[src/rtl/core/esc_pkg.sv]
`timescale 1ns / 1ps
// ----------------------------------------------------------------------------
// esc_pkg
// Shared types and constants of the elevator SCAN stop scheduler.
// ----------------------------------------------------------------------------
package esc_pkg;

    // Occupancy bitmap word geometry.
    localparam int MAP_W    = 32;
    localparam int MAP_BITS = 5;

    // Width of the reported floor.
    localparam int OUT_W = 11;

    // Operation codes carried in tuser.
    typedef enum logic [1:0] {
        OP_ADD    = 2'd0,
        OP_CANCEL = 2'd1,
        OP_ARRIVE = 2'd2,
        OP_QUERY  = 2'd3
    } t_op;

    // Controller states.
    typedef enum logic [2:0] {
        ST_CLEAR,
        ST_IDLE,
        ST_UPD,
        ST_REPORT,
        ST_SEEK,
        ST_SCAN,
        ST_MISS,
        ST_DEC
    } t_state;

    // Search request for one bitmap word.
    typedef struct packed {
        logic [MAP_W-1:0]    word;
        logic                up;
        logic                first;
        logic [MAP_BITS-1:0] lim;
    } t_find_req;

    // Search answer: nearest set bit in the scan direction.
    typedef struct packed {
        logic                found;
        logic [MAP_BITS-1:0] bit_idx;
    } t_find_rsp;

endpackage

[src/rtl/core/esc_find.sv]
`timescale 1ns / 1ps
// ----------------------------------------------------------------------------
// esc_find
// Finds the nearest set bit of one bitmap word in the scan direction.
// ----------------------------------------------------------------------------
module esc_find (
    input  esc_pkg::t_find_req i_req,
    output esc_pkg::t_find_rsp o_rsp
);
    import esc_pkg::*;

    logic [MAP_W-1:0] masked;

    // On the first word only bits at or beyond the start bit take part.
    always_comb begin
        for (int i = 0; i < MAP_W; i++) begin
            if (!i_req.first) begin
                masked[i] = i_req.word[i];
            end else if (i_req.up) begin
                masked[i] = i_req.word[i] && (MAP_BITS'(i) >= i_req.lim);
            end else begin
                masked[i] = i_req.word[i] && (MAP_BITS'(i) <= i_req.lim);
            end
        end
    end

    // Lowest set bit going up, highest set bit going down.
    always_comb begin
        o_rsp.found   = |masked;
        o_rsp.bit_idx = '0;
        if (i_req.up) begin
            for (int i = MAP_W - 1; i >= 0; i--) begin
                if (masked[i]) begin
                    o_rsp.bit_idx = MAP_BITS'(i);
                end
            end
        end else begin
            for (int i = 0; i < MAP_W; i++) begin
                if (masked[i]) begin
                    o_rsp.bit_idx = MAP_BITS'(i);
                end
            end
        end
    end

endmodule

[config.mk]
export PLATFORM = sky130hd
export DESIGN_NAME = esc_find
export DESIGN_NICKNAME = d
export VERILOG_FILES = /design/src/rtl/core/esc_pkg.sv /design/src/rtl/core/esc_find.sv
export SDC_FILE = /design/constraint.sdc
export NUM_CORES = 1
export LEC_CHECK = 0
export BUFFER_PORTS_ARGS = -buffer_cell sky130_fd_sc_hd__buf_2
export CORE_ASPECT_RATIO = 1.2
export CORE_UTILIZATION = 39
export DETAILED_ROUTE_END_ITERATION = 12
export GPL_TIMING_DRIVEN = 0
export MAX_ROUTING_LAYER = met4
export PLACE_DENSITY = 0.68
export SLEW_MARGIN = 20
export SYNTH_ARGS = -nofsm -noshare
export SYNTH_HDL_FRONTEND = slang
export SYNTH_SLANG_ARGS = --single-unit
[constraint.sdc]
create_clock -name vclk -period 3.32
set_input_delay 0.332 -clock vclk [all_inputs]
set_output_delay 0.332 -clock vclk [all_outputs]
set_load 0.02 [all_outputs]
# [Word-level counts from Yosys, hierarchy flattened]
# Index checks and enable logic that the tools add are counted.
[totals] ff_bits=0 in_bits=39 out_inout_bits=6 word_cells=257
[op_classes] order_cmp=64 n_mux=128 n_reduce_logical=65
[ops] cell="5-bit two-way mux" n=63
[ops] cell="5-bit greater-or-equal comparator, first input constant" n=16
[ops] cell="5-bit less-or-equal comparator, first input constant" n=16
[ops] cell="1-bit two-way mux" n=65
[ops] cell="1-bit logical AND" n=64
[ops] cell="4-bit by 5-bit greater-or-equal comparator with 1-bit output, first input constant" n=8
[ops] cell="4-bit by 5-bit less-or-equal comparator with 1-bit output, first input constant" n=8
[ops] cell="32-bit OR reduction" n=1
[ops] cell="3-bit by 5-bit greater-or-equal comparator with 1-bit output, first input constant" n=4
[ops] cell="3-bit by 5-bit less-or-equal comparator with 1-bit output, first input constant" n=4
[ops] cell="1-bit by 5-bit greater-or-equal comparator with 1-bit output, first input constant" n=2
[ops] cell="2-bit by 5-bit greater-or-equal comparator with 1-bit output, first input constant" n=2
[ops] cell="1-bit by 5-bit less-or-equal comparator with 1-bit output, first input constant" n=2
[ops] cell="2-bit by 5-bit less-or-equal comparator with 1-bit output, first input constant" n=2

# [Logic depth before layout (Yosys ltp)]
[logic_depth] ltp_word=37 depth_mapped=11 depth_no_buf=8

# [Worst setup path before layout]
# OpenSTA, ideal clock, no wires.
[synth_timing] path_type="input port to output port" startpoint="input port i_req[4] in the netlist's numbering" endpoint="output port o_rsp[2] in the netlist's numbering" arrival_time_ns=2.239 t_required_ns=2.988 path_slack_ns=0.749 path_stages=9 n_path_buf=2 path_cell_list="buf_6 -> buf_6 -> or3b_1 -> o221a_1 -> nand2b_1 -> or2_1 -> nor2_1 -> o21ai_1 -> a32oi_1"
[synth_rtl] element="start, declared" line_no="esc_find.sv:7" text="input esc_pkg::t_find_req i_req,"
[synth_rtl] element="end, declared" line_no="esc_find.sv:8" text="output esc_pkg::t_find_rsp o_rsp"

==> reports/summary.json <==
{
  "outcome": {
    "outcome": "finished, final reports clean"
  },
  "placement": {
    "buffers_on_ports": 41,
    "place.detailed.instances": 387,
    "detailed_place.area_um2": 2230,
    "routabilityCongestion": 0.975,
    "dp_slack_ns": 0.352,
    "dp_hpwl_um": 5450
  },
  "drt": {
    "via_count": 2533,
    "drtPass1Iterations": 5,
    "wl_um": 6730,
    "vias_per_cell": 6.55,
    "average_wire_per_standard_cell_um": 17.4,
    "drtIter0Drc": 226,
    "detail_route.drc_violations": 0,
    "route.antenna.remaining_nets": 0
  },
  "floorplan": {
    "ports_placed_on_the_boundary": 45,
    "dieArea_um2": 5280,
    "starting_utilization_of_the_core_area": 0.415,
    "fp.coreArea_um2": 4700,
    "die_width_um": 66.5,
    "fp.dieH_um": 79.4,
    "std_cell_rows": 27
  },
  "cells_and_area": {
    "filler_cell_count": 510,
    "finalNetCount": 370,
    "diodes": 0,
    "finish.utilization": 0.474,
    "design.seq.count": 0,
    "layoutNonFillerInstCount": 387,
    "seq_area_um2": 0,
    "clockBufferCount": 0,
    "design_area_um2": 2230,
    "final_layout_size_suffix_gt1_frac": 0.267,
    "area.growth.synth_to_final_pct": 14.3
  },
  "synth": {
    "yosys.cell_count.top_type": "sky130_fd_sc_hd__nor2_1",
    "synth.distinct_cells": 75,
    "synth.avg_cell_area_um2": 6.76,
    "synth_nets": 327,
    "synth_seq_area_share": 0,
    "post_synth_inst_count": 288,
    "syn-cell-area_um2": 1950,
    "yosys_warnings": 0,
    "synth.largest_area_cell": "sky130_fd_sc_hd__nor2_1",
    "netlist_top_cells_count": "30 x sky130_fd_sc_hd__nor2_1, 25 x sky130_fd_sc_hd__nand2_1, 21 x sky130_fd_sc_hd__o21ai_0",
    "synth_area_leaders": "sky130_fd_sc_hd__nor2_1 5.8%, sky130_fd_sc_hd__o21ai_0 5.4%, sky130_fd_sc_hd__buf_6 5.2%",
    "yosys.area.top_type_share": 0.0578
  },
  "global_route": {
    "grt_max_degree": 11,
    "overflow": 0,
    "global_route_wire_length_before_repair_um": 10800,
    "grt.total_usage": 0.264,
    "antenna_violations_before_repair": 0,
    "via_count_of_the_first_global_routing_pass": 2291
  },
  "setup_path": {
    "worst-setup-path-type": "in2out",
    "worst_path_max_fanout": 10,
    "worst-endpoint-required_ns": 2.99,
    "timing.critical_path.from_type": "primary input",
    "timing.critical_path.arrival_ns": 2.64,
    "timing.critical_path.to_type": "output pin"
  },
  "sta": {
    "final.setup.tns_ns": 0,
    "fin_crit_sh": 0.895,
    "min_period_ns": 2.97,
    "worst_slack_ns": 0.348,
    "max_slew_violations": 0,
    "achievable-frequency_mhz": 336,
    "hold_slack_ns": 1.19,
    "slew-limit-headroom": 0.631,
    "grt_setup_unrepaired": "false",
    "finalHoldViolations": 0,
    "worst-slew-pin-transition_ns": 0.539,
    "finalSetupViolCount": 0
  },
  "power": {
    "power.share.clock": 0,
    "total_switching_power_uw": 207,
    "power_uw": 339,
    "p_comb_frac": 1.000,
    "cellPowerDensity_nw_per_um2": 153,
    "irDropWorstVdd_mv": 0.0747,
    "cellInternalPower_uw": 132,
    "seq_power_share": 0,
    "power.switching_fraction": 0.611,
    "leakage_nw": 0.876
  },
  "clock_tree": {
    "cts_resized": 0,
    "hold_buffers": 0,
    "cts_setup_buffers": 0
  },
  "min_path": {
    "hold_class": "in2out"
  },
  "flow_run": {
    "maxCapViolations": 0
  }
}
[kinds of logic after synthesis]
group	after synthesis	synth area share
compound gates	141	0.577
xor+xnor	1	0.00450
mux	2	0.0167
simple gates	105	0.277
buf+inv	39	0.124
[worst paths after layout]
check	startpoint	endpoint	slack [ns]	cells past startpoint
setup / recovery	i_req[1]	o_rsp[1]	0.35	11
hold / removal	i_req[9]	o_rsp[2]	1.19	5
[power groups by stage]
stage	clock network (mW)	logic, mW	registers (mW)
after floorplan	0	0.240	0
after global placement	0	0.328	0
after detailed placement	0	0.331	0
after CTS	0	0.332	0
after global routing	0	0.368	0
final	0	0.339	0
[per-layer routing]
metal | global-route usage | vias to the layer above | wire length, um
li1 | - | 1216 | -
met1 | 0.340 | 1167 | 2890
met2 | 0.451 | 136 | 3260
met3 | 0.0129 | 14 | 474
met4 | 0.0574 | 0 | 112
met5 | - | - | 0
[layout by cell type (no fill, tap or decap), types with 5 or more instances in the layout]
cell                        count
sky130_fd_sc_hd__buf_2         48
sky130_fd_sc_hd__nor2_1        30
sky130_fd_sc_hd__nand2_1       25
sky130_fd_sc_hd__o21ai_0       21
sky130_fd_sc_hd__a21oi_1       17
sky130_fd_sc_hd__inv_1         13
sky130_fd_sc_hd__nand3_1       12
sky130_fd_sc_hd__o21ai_1       11
sky130_fd_sc_hd__buf_6          9
sky130_fd_sc_hd__and2_1         6
sky130_fd_sc_hd__buf_4          5
sky130_fd_sc_hd__nand2b_1       5
sky130_fd_sc_hd__o2111ai_1      5
[cell type report]
class	count	area, um^2	share of cell area
plain buffers	25	189	0.0849
inverters	14	52.6	0.0236
multi-input cells	249	1710	0.767
well taps	58	72.6	0.0326
repair buffers	41	205	0.0922
[worst max-delay path, stage by stage]
cell and delay, ns:
sky130_fd_sc_hd__buf_2 0.13, sky130_fd_sc_hd__buf_6 0.15, sky130_fd_sc_hd__o311ai_1 0.37, sky130_fd_sc_hd__mux2i_1 0.21
sky130_fd_sc_hd__o221ai_1 0.38, sky130_fd_sc_hd__a211oi_2 0.15, sky130_fd_sc_hd__a2111oi_2 0.37, sky130_fd_sc_hd__o31ai_1 0.10
sky130_fd_sc_hd__a31oi_1 0.19, sky130_fd_sc_hd__o21ai_1 0.09, sky130_fd_sc_hd__buf_2 0.16
Power figures use the tool's default switching activity.
