[src/rtl/core/esc_pkg.sv]
`timescale 1ns / 1ps
// ----------------------------------------------------------------------------
// esc_pkg
// Shared types and constants of the elevator SCAN stop scheduler.
// ----------------------------------------------------------------------------
package esc_pkg;

    // Occupancy bitmap word geometry.
    localparam int MAP_W    = 32;
    localparam int MAP_BITS = 5;

    // Width of the reported floor.
    localparam int OUT_W = 11;

    // Operation codes carried in tuser.
    typedef enum logic [1:0] {
        OP_ADD    = 2'd0,
        OP_CANCEL = 2'd1,
        OP_ARRIVE = 2'd2,
        OP_QUERY  = 2'd3
    } t_op;

    // Controller states.
    typedef enum logic [2:0] {
        ST_CLEAR,
        ST_IDLE,
        ST_UPD,
        ST_REPORT,
        ST_SEEK,
        ST_SCAN,
        ST_MISS,
        ST_DEC
    } t_state;

    // Search request for one bitmap word.
    typedef struct packed {
        logic [MAP_W-1:0]    word;
        logic                up;
        logic                first;
        logic [MAP_BITS-1:0] lim;
    } t_find_req;

    // Search answer: nearest set bit in the scan direction.
    typedef struct packed {
        logic                found;
        logic [MAP_BITS-1:0] bit_idx;
    } t_find_rsp;

endpackage

[src/rtl/core/esc_map_ram.sv]
`timescale 1ns / 1ps
// ----------------------------------------------------------------------------
// esc_map_ram
// Occupancy bitmap: one bit per floor set while its count is nonzero.
// ----------------------------------------------------------------------------
module esc_map_ram #(
    parameter int DEPTH = 32,
    parameter int AW    = 5
) (
    input  logic                     i_clk,
    input  logic                     i_re,
    input  logic [AW-1:0]            i_raddr,
    output logic [esc_pkg::MAP_W-1:0] o_rdata,
    input  logic                     i_we,
    input  logic [AW-1:0]            i_waddr,
    input  logic [esc_pkg::MAP_W-1:0] i_wdata
);
    import esc_pkg::*;

    logic [MAP_W-1:0] r_mem [DEPTH];
    logic [MAP_W-1:0] r_rdata;

    // Write port.
    always_ff @(posedge i_clk) begin
        if (i_we) begin
            r_mem[i_waddr] <= i_wdata;
        end
    end

    // Registered read port.
    always_ff @(posedge i_clk) begin
        if (i_re) begin
            r_rdata <= r_mem[i_raddr];
        end
    end

    assign o_rdata = r_rdata;

endmodule

[config.mk]
export PLATFORM = sky130hd
export DESIGN_NAME = esc_map_ram
export DESIGN_NICKNAME = d
export VERILOG_FILES = /design/src/rtl/core/esc_pkg.sv /design/src/rtl/core/esc_map_ram.sv
export SDC_FILE = /design/constraint.sdc
export NUM_CORES = 1
export LEC_CHECK = 0
export ABC_AREA = 1
export BUFFER_PORTS_ARGS = -buffer_cell sky130_fd_sc_hd__buf_2
export CAP_MARGIN = 20
export CORE_MARGIN = 8
export CORE_UTILIZATION = 52
export CTS_CLUSTER_SIZE = 8
export DETAILED_ROUTE_END_ITERATION = 6
export GPL_TIMING_DRIVEN = 0
export PLACE_DENSITY = 0.67
export RECOVER_POWER = 25
export SKIP_CTS_REPAIR_TIMING = 1
export SYNTH_ARGS = -nofsm -noshare
export SYNTH_HDL_FRONTEND = slang
export SYNTH_SLANG_ARGS = --single-unit
[constraint.sdc]
create_clock -name i_clk -period 5.3 [get_ports i_clk]
set_input_delay 1.06 -clock i_clk [delete_from_list [all_inputs] [get_ports i_clk]]
set_output_delay 1.06 -clock i_clk [all_outputs]
set_load 0.005 [all_outputs]
# After elaboration in Yosys (flattened, before gate mapping)

Memories as Yosys holds them, arrays and structs flattened. A register that Yosys moved wholly into a read port is not among the register bits.
Index checks and enable logic that the tools add are counted.

Flip-flop bits (word level): 0
Bits in latches: 0
Bits in writable memories: 1,024
Bits in read-only memories: 0
Input bits: 45
Output and inout port bits: 32
Logic and storage cells: 3
Memories kept: 1

$add $sub $neg: 0
Multipliers: 0
Divide/modulo/power cells: 0
$lt $le $gt $ge: 0
Equality and inequality tests: 0
Shift operators: 0
Muxes and demuxes: 2
Bitwise gates (word level): 0
Reduce and logical (&&, ||, !) cells: 0

Memory list:

| memory | depth | bits a word | rd ports | clocked after memory_dff | write ports | RTL line          | source |
|---|---|---|---|---|---|---|---|
| r_mem  | 32    | 32          | 1        | 1                        | 1           | esc_map_ram.sv:20 | `logic [MAP_W-1:0] r_mem [DEPTH];` |

Operator list:

| kind              | count |
|---|---|
| 1-bit two-way mux | 2 |

# Longest topological paths before layout

Gate-level depths: netlist of the first run.

Word-level depth: 2
Mapped depth: 12

# Worst setup path before layout of the first run

Ideal clock, no wire load.

Path kind: input to register
Start: input i_waddr[0]
End: memory r_mem[0][0] (enable)
Setup time: 0.421 ns
Arrival: 2.715 ns
Slack: 2.164 ns
Stages: 3
Cell sequence: inv_1 > nand3_1 > nor2_1

RTL lines:

| item               | RTL line          | source |
|---|---|---|
| start: declaration | esc_map_ram.sv:15 | `input logic [AW-1:0] i_waddr,` |
| end: declaration   | esc_map_ram.sv:20 |  |

Straight into the memory's write port.

# Worst setup path after layout of the first run

Start: input i_waddr[0]
End: memory r_mem[26][27] (enable)

Straight into the memory's write port.

==> results_dict.tcl, run 1 <==
set metrics [dict create \
    status "complete, but fails checks" \
    violations "max-capacitance violations, max-slew violations" \
    grt_antenna_before_repair 7 \
    holdWs_ps 858 \
    first_iter_violations 3823 \
    grt_start_max_net_pins 33 \
    cp-end-kind "flip-flop" \
    cp_num_buf_inv 3 \
    ant_nets 0 \
    path_clk_slew_ps 50 \
    grt_first_pass_wirelength_mm 181 \
    cts_root_buffer "clkbuf_16" \
    cp_max_fo 20 \
    io_buffers 73 \
    tightestPinTransition_ps 1760 \
    hold_violations 0 \
    max_cap_viol_count 19 \
    dp_slack_ps 1790 \
    grt_pass1_vias 27647 \
    setup_viol 0 \
    cp.required_ps 5720 \
    yosys-top-cells-area "edfxtp_1, nand2_1, nand3_1" \
    r2r_end "o_rdata[18]$_DFFE_PP_" \
    crit_chain "buf_2 -> inv_1 -> nand3_1 -> nor2_4 -> buf_16" \
    cts_buffer_depth 3 \
    htree_levels 4 \
    dp_hpwl_mm 82.3 \
    synth_top_cell_by_area "edfxtp_1" \
    cpPeakStageDelay_ps 1020 \
    setup_ws_ps 2500 \
    io_pins 77 \
    worstSetupPathType "input port to flip-flop" \
    rsz0062_at_grt "false" \
    ir_worst_vdd_mv 0.292 \
    crit_start "i_waddr[0]" \
    critPathArrivalTime_ps 3220 \
    total_power_mw 19.0 \
    first_pass_iters 5 \
    fin_crit_sh 0.527 \
    routabilityCongestion 0.873 \
    crit_family "simple AND/OR/NAND/NOR gates" \
    multiInputGateArea_um2 9670 \
    r2r_setup_slack_ps 3720 \
    core_um2 81700 \
    grt_usage 0.275 \
    seqCellArea_um2 31700 \
    hold_class "flip-flop to flip-flop" \
    synth_cells 3536 \
    max_clock_freq_mhz 358 \
    postLayoutCellArea_um2 49400 \
    finalCriticalPeriod_ps 2800 \
    final_layout_size_suffix_gt1_frac 0.122 \
    r2r_cells 8 \
    drcViolationCount 0 \
    synth_area_per_cell_um2 12.1 \
    vias_per_cell 5.93 \
    die_y_um 303 \
    wire_per_inst_um 26.0 \
    whs_path_depth 8 \
    syn-num-nets 3581 \
    cts_tree "done" \
    whs_endpoint "o_rdata[0]$_DFFE_PP_" \
    area_growth_pct 15.5 \
    cp-start-kind "input port" \
    die_x_um 303 \
    slowest_stage "nor2_4" \
    netlist_area_um2 42700 \
    numCtsBuffers 150 \
    placed_cell_area_um2 45400 \
    final_max_slew_viol_count 593 \
    overflow 0 \
    ys_ff_latch 1056 \
    rows 105 \
    start_util 0.523 \
    ys_seq_area_frac 0.742 \
    clock_latency_ps 730 \
    reg2reg_from "r_mem[29][18]$_DFFE_PP_" \
    fin_skew_ps 15.4 \
    routed_wl_mm 127 \
    yosys.cell_types.count 13 \
    synth_top_area_frac 0.742 \
    clock_sinks 1056 \
    worstHoldStart "r_mem[28][0]$_DFFE_PP_" \
    powerDensity_nw_per_um2 385 \
    ys_warn_count 0 \
    num_vias 28920 \
    n_fill_cell 6294 \
    slew_headroom -0.177 \
    die_area_um2 91600 \
    fin_setup_tns_ps 0 \
    power_leakage_nw 18.3 \
    nNetsFinal 3838 \
]
-- area by class of cell --
type | count | area share
Antenna cell | 2 | 0.000101
Clock buffer | 154 | 0.0781
Clock inverter | 12 | 0.00248
Sequential cell | 1056 | 0.643
Multi-Input combinational cell | 2252 | 0.196
Inverter | 10 | 0.000913
Buffer | 218 | 0.0312
Tap cell | 1070 | 0.0271
Timing Repair Buffer | 105 | 0.0216
-- per-stage QoR --
step | instances | utilization
2_1_floorplan | 3536 | -
3_3_place_gp | 4679 | 0.544
3_5_place_dp | 4711 | 0.556
4_1_cts | 4877 | 0.604
5_1_grt | 4877 | 0.604
6_report | 4879 | 0.604
-- per-layer routing --
layer | GRT usage | vias up | share of wire
met4 | 0.127 | 4 | 0.049
met1 | 0.352 | 13901 | 0.37
li1 | - | 12839 | -
met2 | 0.452 | 1827 | 0.47
met3 | 0.0556 | 349 | 0.11
met5 | 0 | - | 0.00017
-- cell usage after synthesis --
cell / count
nand2_1: 1440
edfxtp_1: 1056
nand3_1: 780
buf_2: 83
buf_6: 66
nor2_1: 32
buf_4: 24
clkbuf_1: 24
buf_1: 18
inv_1: 7
buf_8: 3
inv_2: 2
inv_8: 1
-- power breakdown --
| group | leakage, nW | switching [mW] | total [mW] | internal [mW] |
|---|---|---|---|---|
| clock network | 1.95 | 3.31 | 8.39 | 5.08 |
| registers | 9.55 | 0.0275 | 9.38 | 9.35 |
| logic | 6.75 | 0.938 | 1.26 | 0.322 |
-- state kept, by name, summed over array words and instances (netlist names) --
signal   flops
r_mem     1024
o_rdata     32
-- worst reg2reg max path: cells and delay by family, from the launching register on --
kind,cells,cell delay (ps)
simple gates,8,950
flops,1,370
-- cell families (layout without fill, tap and decap cells) --
group / Yosys count / in the layout / synth area share
buffers and inverters: 228 / 499 / 0.0371
other: 0 / 2 / 0
DFF: 1056 / 1056 / 0.742
and+or+nand+nor: 2252 / 2252 / 0.221
-- how the worst max path moves through the flow --
stage,endpoint,slack (ps),cells after the start
final,r_mem[26][27]$_DFFE_PP_,2500,5
after global routing,r_mem[26][25]$_DFFE_PP_,2480,5
after CTS,r_mem[26][25]$_DFFE_PP_,2550,5
after detailed placement,r_mem[26][21]$_DFFE_PP_,1790,5
after global placement,r_mem[25][19]$_DFFE_PP_,170,4
after floorplan,r_mem[0][0]$_DFFE_PP_,2160,3
-- cell usage in the layout (no fill, tap or decap), drive strengths merged --
master and instances:
buf 280, clkbuf 197, clkinv 4, clkinvlp 1, diode 2, edfxtp 1056
inv 17, nand2 1440, nand3 780, nor2 32
(Power assumes the default switching activity.)
==> run 2: changes to the inputs <==
--- a/config.mk
+++ b/config.mk
@@ -5,7 +5,7 @@
 export SDC_FILE = /design/constraint.sdc
 export NUM_CORES = 1
 export LEC_CHECK = 0
-export ABC_AREA = 1
+export ABC_AREA = 0
 export BUFFER_PORTS_ARGS = -buffer_cell sky130_fd_sc_hd__buf_2
 export CAP_MARGIN = 20
 export CORE_MARGIN = 8
@@ -13,7 +13,7 @@
 export CTS_CLUSTER_SIZE = 8
 export DETAILED_ROUTE_END_ITERATION = 6
 export GPL_TIMING_DRIVEN = 0
-export PLACE_DENSITY = 0.67
+export PLACE_DENSITY = 0.7
 export RECOVER_POWER = 25
 export SKIP_CTS_REPAIR_TIMING = 1
 export SYNTH_ARGS = -nofsm -noshare
==> constraint.sdc (replaced) <==
create_clock -name i_clk -period 2.45 [get_ports i_clk]
set_input_delay 0.49 -clock i_clk [delete_from_list [all_inputs] [get_ports i_clk]]
set_output_delay 0.49 -clock i_clk [all_outputs]
set_load 0.005 [all_outputs]
==> results_dict.tcl, run 2 <==
set metrics [dict create \
    fin_skew_ps 18.7 \
    grt_usage 0.222 \
    power_leakage_nw 16.5 \
    worstSetupPathType "input port to flip-flop" \
    slew_headroom -0.0696 \
    regMostFlops "r_mem" \
    yosys-top-cells-area "edfxtp_1, mux2i_1, a22oi_1" \
    ant_nets 0 \
    p_clk_frac 0.446 \
    powerDensity_nw_per_um2 849 \
    grt_pass1_vias 22071 \
    grt_start_max_net_pins 33 \
    tightestPinTransition_ps 1600 \
    first_iter_violations 2078 \
    violations "max-capacitance violations, max-slew violations" \
    max_clock_freq_mhz 423 \
    io_pins 77 \
    p_seq_frac 0.504 \
    io_buffers 75 \
    drcViolationCount 0 \
    dpl.cell_count 3407 \
    cts_buffer_depth 3 \
    area_growth_pct 16.1 \
    die_y_um 296 \
    status "complete, but fails checks" \
    path_clk_slew_ps 50 \
    finalCriticalPeriod_ps 2360 \
    wire_per_inst_um 27.4 \
    comb_power_share 0.050 \
    yosysMostFrequentCell "edfxtp_1" \
    grt_antenna_before_repair 2 \
    start_util 0.526 \
    max_cap_viol_count 9 \
    cp-start-kind "input port" \
    die_area_um2 87700 \
    die_x_um 296 \
    synth_top_cell_by_area "edfxtp_1" \
    numCtsBuffers 149 \
    cp.required_ps 2830 \
    netlist_area_um2 40800 \
    synth_top_area_frac 0.777 \
    fin_setup_tns_ps 0 \
    async_flop_share 0 \
    final_common_cell "edfxtp_1" \
    routed_wl_mm 98.0 \
    synth_cells 2260 \
    ys_seq_area_frac 0.777 \
    yosys-top-cells-count "edfxtp_1, mux2i_1, nand2_1, nand3_1" \
    layout_common_cells "edfxtp_1, mux2i_1, clkbuf_16" \
    hold_class "input port to flip-flop" \
    clock_sinks 1056 \
    syn-num-nets 2305 \
    cts_root_buffer "clkbuf_16" \
    yosys.cell_types.count 24 \
    first_pass_iters 5 \
    dp_hpwl_mm 62.3 \
    core_um2 77600 \
    cts_tree "done" \
    htree_levels 4 \
    ys_warn_count 0 \
    fin_crit_sh 0.965 \
    ys_ff_latch 1056 \
    cp-end-kind "flip-flop" \
    ys.flop_type "edfxtp_1" \
    rows 102 \
    ir_worst_vdd_mv 0.715 \
    routabilityCongestion 0.836 \
    critPathArrivalTime_ps 2750 \
    vias_per_cell 6.05 \
    num_vias 21603 \
    r2r_setup_slack_ps 550 \
    overflow 0 \
    fin_cells 3571 \
    grt_first_pass_wirelength_mm 142 \
    cp_max_fo 10 \
    synth_edf_count 1056 \
    largest_register_ffs 1024 \
    rsz0062_at_grt "false" \
    sw_frac_of_total 0.207 \
    setup_viol 0 \
    nNetsFinal 2563 \
    clock_latency_ps 720 \
    final_max_slew_viol_count 294 \
    internal_power_mw 31.9 \
    total_power_mw 40.2 \
    p_switching_mw 8.33 \
    final_layout_size_suffix_gt1_frac 0.143 \
    hold_violations 0 \
    synth_area_per_cell_um2 18.1 \
]
## run 2: cell count changes in the layout (fill, tap and decap cells not counted), sizes merged, moves of 5 or more
cell | before | now
a21oi | 0 | 96
a22o | 0 | 64
a22oi | 0 | 96
a31oi | 0 | 32
buf | 280 | 166
clkbuf | 197 | 223
inv | 17 | 4
mux2i | 0 | 512
nand2 | 1440 | 98
nand3 | 780 | 98
nand3b | 0 | 5
nor3 | 0 | 32
## run 2: per-layer routing
layer	GRT usage	share of wire
met3	0.0542	0.084
met5	0	0.00028
met1	0.286	0.39
met4	0.0729	0.024
met2	0.372	0.50
## run 2: power groups by stage
stage | logic, mW | clock network [mW] | registers (mW)
global placement | 1.88 | 0 | 20.6
finish | 2.00 | 17.9 | 20.3
global route | 2.12 | 18.9 | 20.3
floorplan | 1.04 | 0 | 20.6
detailed placement | 1.99 | 0 | 20.6
CTS | 2.00 | 18.2 | 20.3
## run 2: worst paths after layout
kind / depth (start not counted) / endpoint / start
worst max-delay path: 7 / o_rdata[11]$_DFFE_PP_ / i_raddr[3]
worst min-delay path: 1 / r_mem[26][17]$_DFFE_PP_ / i_wdata[17]
worst max register to register: 5 / o_rdata[11]$_DFFE_PP_ / r_mem[7][11]$_DFFE_PP_
worst min register to register: 4 / o_rdata[20]$_DFFE_PP_ / r_mem[26][20]$_DFFE_PP_
## run 2: final cells by class
| type | count | area [um^2] |
|---|---|---|
| fill | 5480 | 30200 |
| multi-input combinational | 1077 | 8580 |
| clock buffer | 155 | 3880 |
| clock inverter | 8 | 111 |
| buffer | 127 | 753 |
| antenna | 1 | 2.50 |
| tap | 1040 | 1300 |
| sequential | 1056 | 31700 |
| timing repair buffer | 107 | 1050 |
## run 2: cells by family (layout without fill, tap and decap cells)
family | count (synthesis) | in the layout | share of synthesized area
flip-flops | 1056 | 1056 | 0.777
other | 0 | 1 | 0
AO/OA/AOI/OAI | 288 | 288 | 0.0481
AND/OR/NAND/NOR | 277 | 277 | 0.0308
buffers and inverters | 127 | 397 | 0.0185
multiplexers | 512 | 512 | 0.126
## run 2: critical path: stages
cell and delay [ps]:
buf_2 180, or2_2 160, clkbuf_1 270, clkbuf_1 640, nor3_1 200, a31oi_1 500
nand3_1 310
## run 2: stage by stage
stage,hold WS (ps),worst slack [ps],cell area (um^2),utilization
floorplan,589,-474,40800,-
finish,343,86.6,47400,0.611
CTS,259,233,47400,0.611
global route,355,17.7,47400,0.611
detailed placement,681,-537,43400,0.560
global placement,678,-2080,42500,0.548
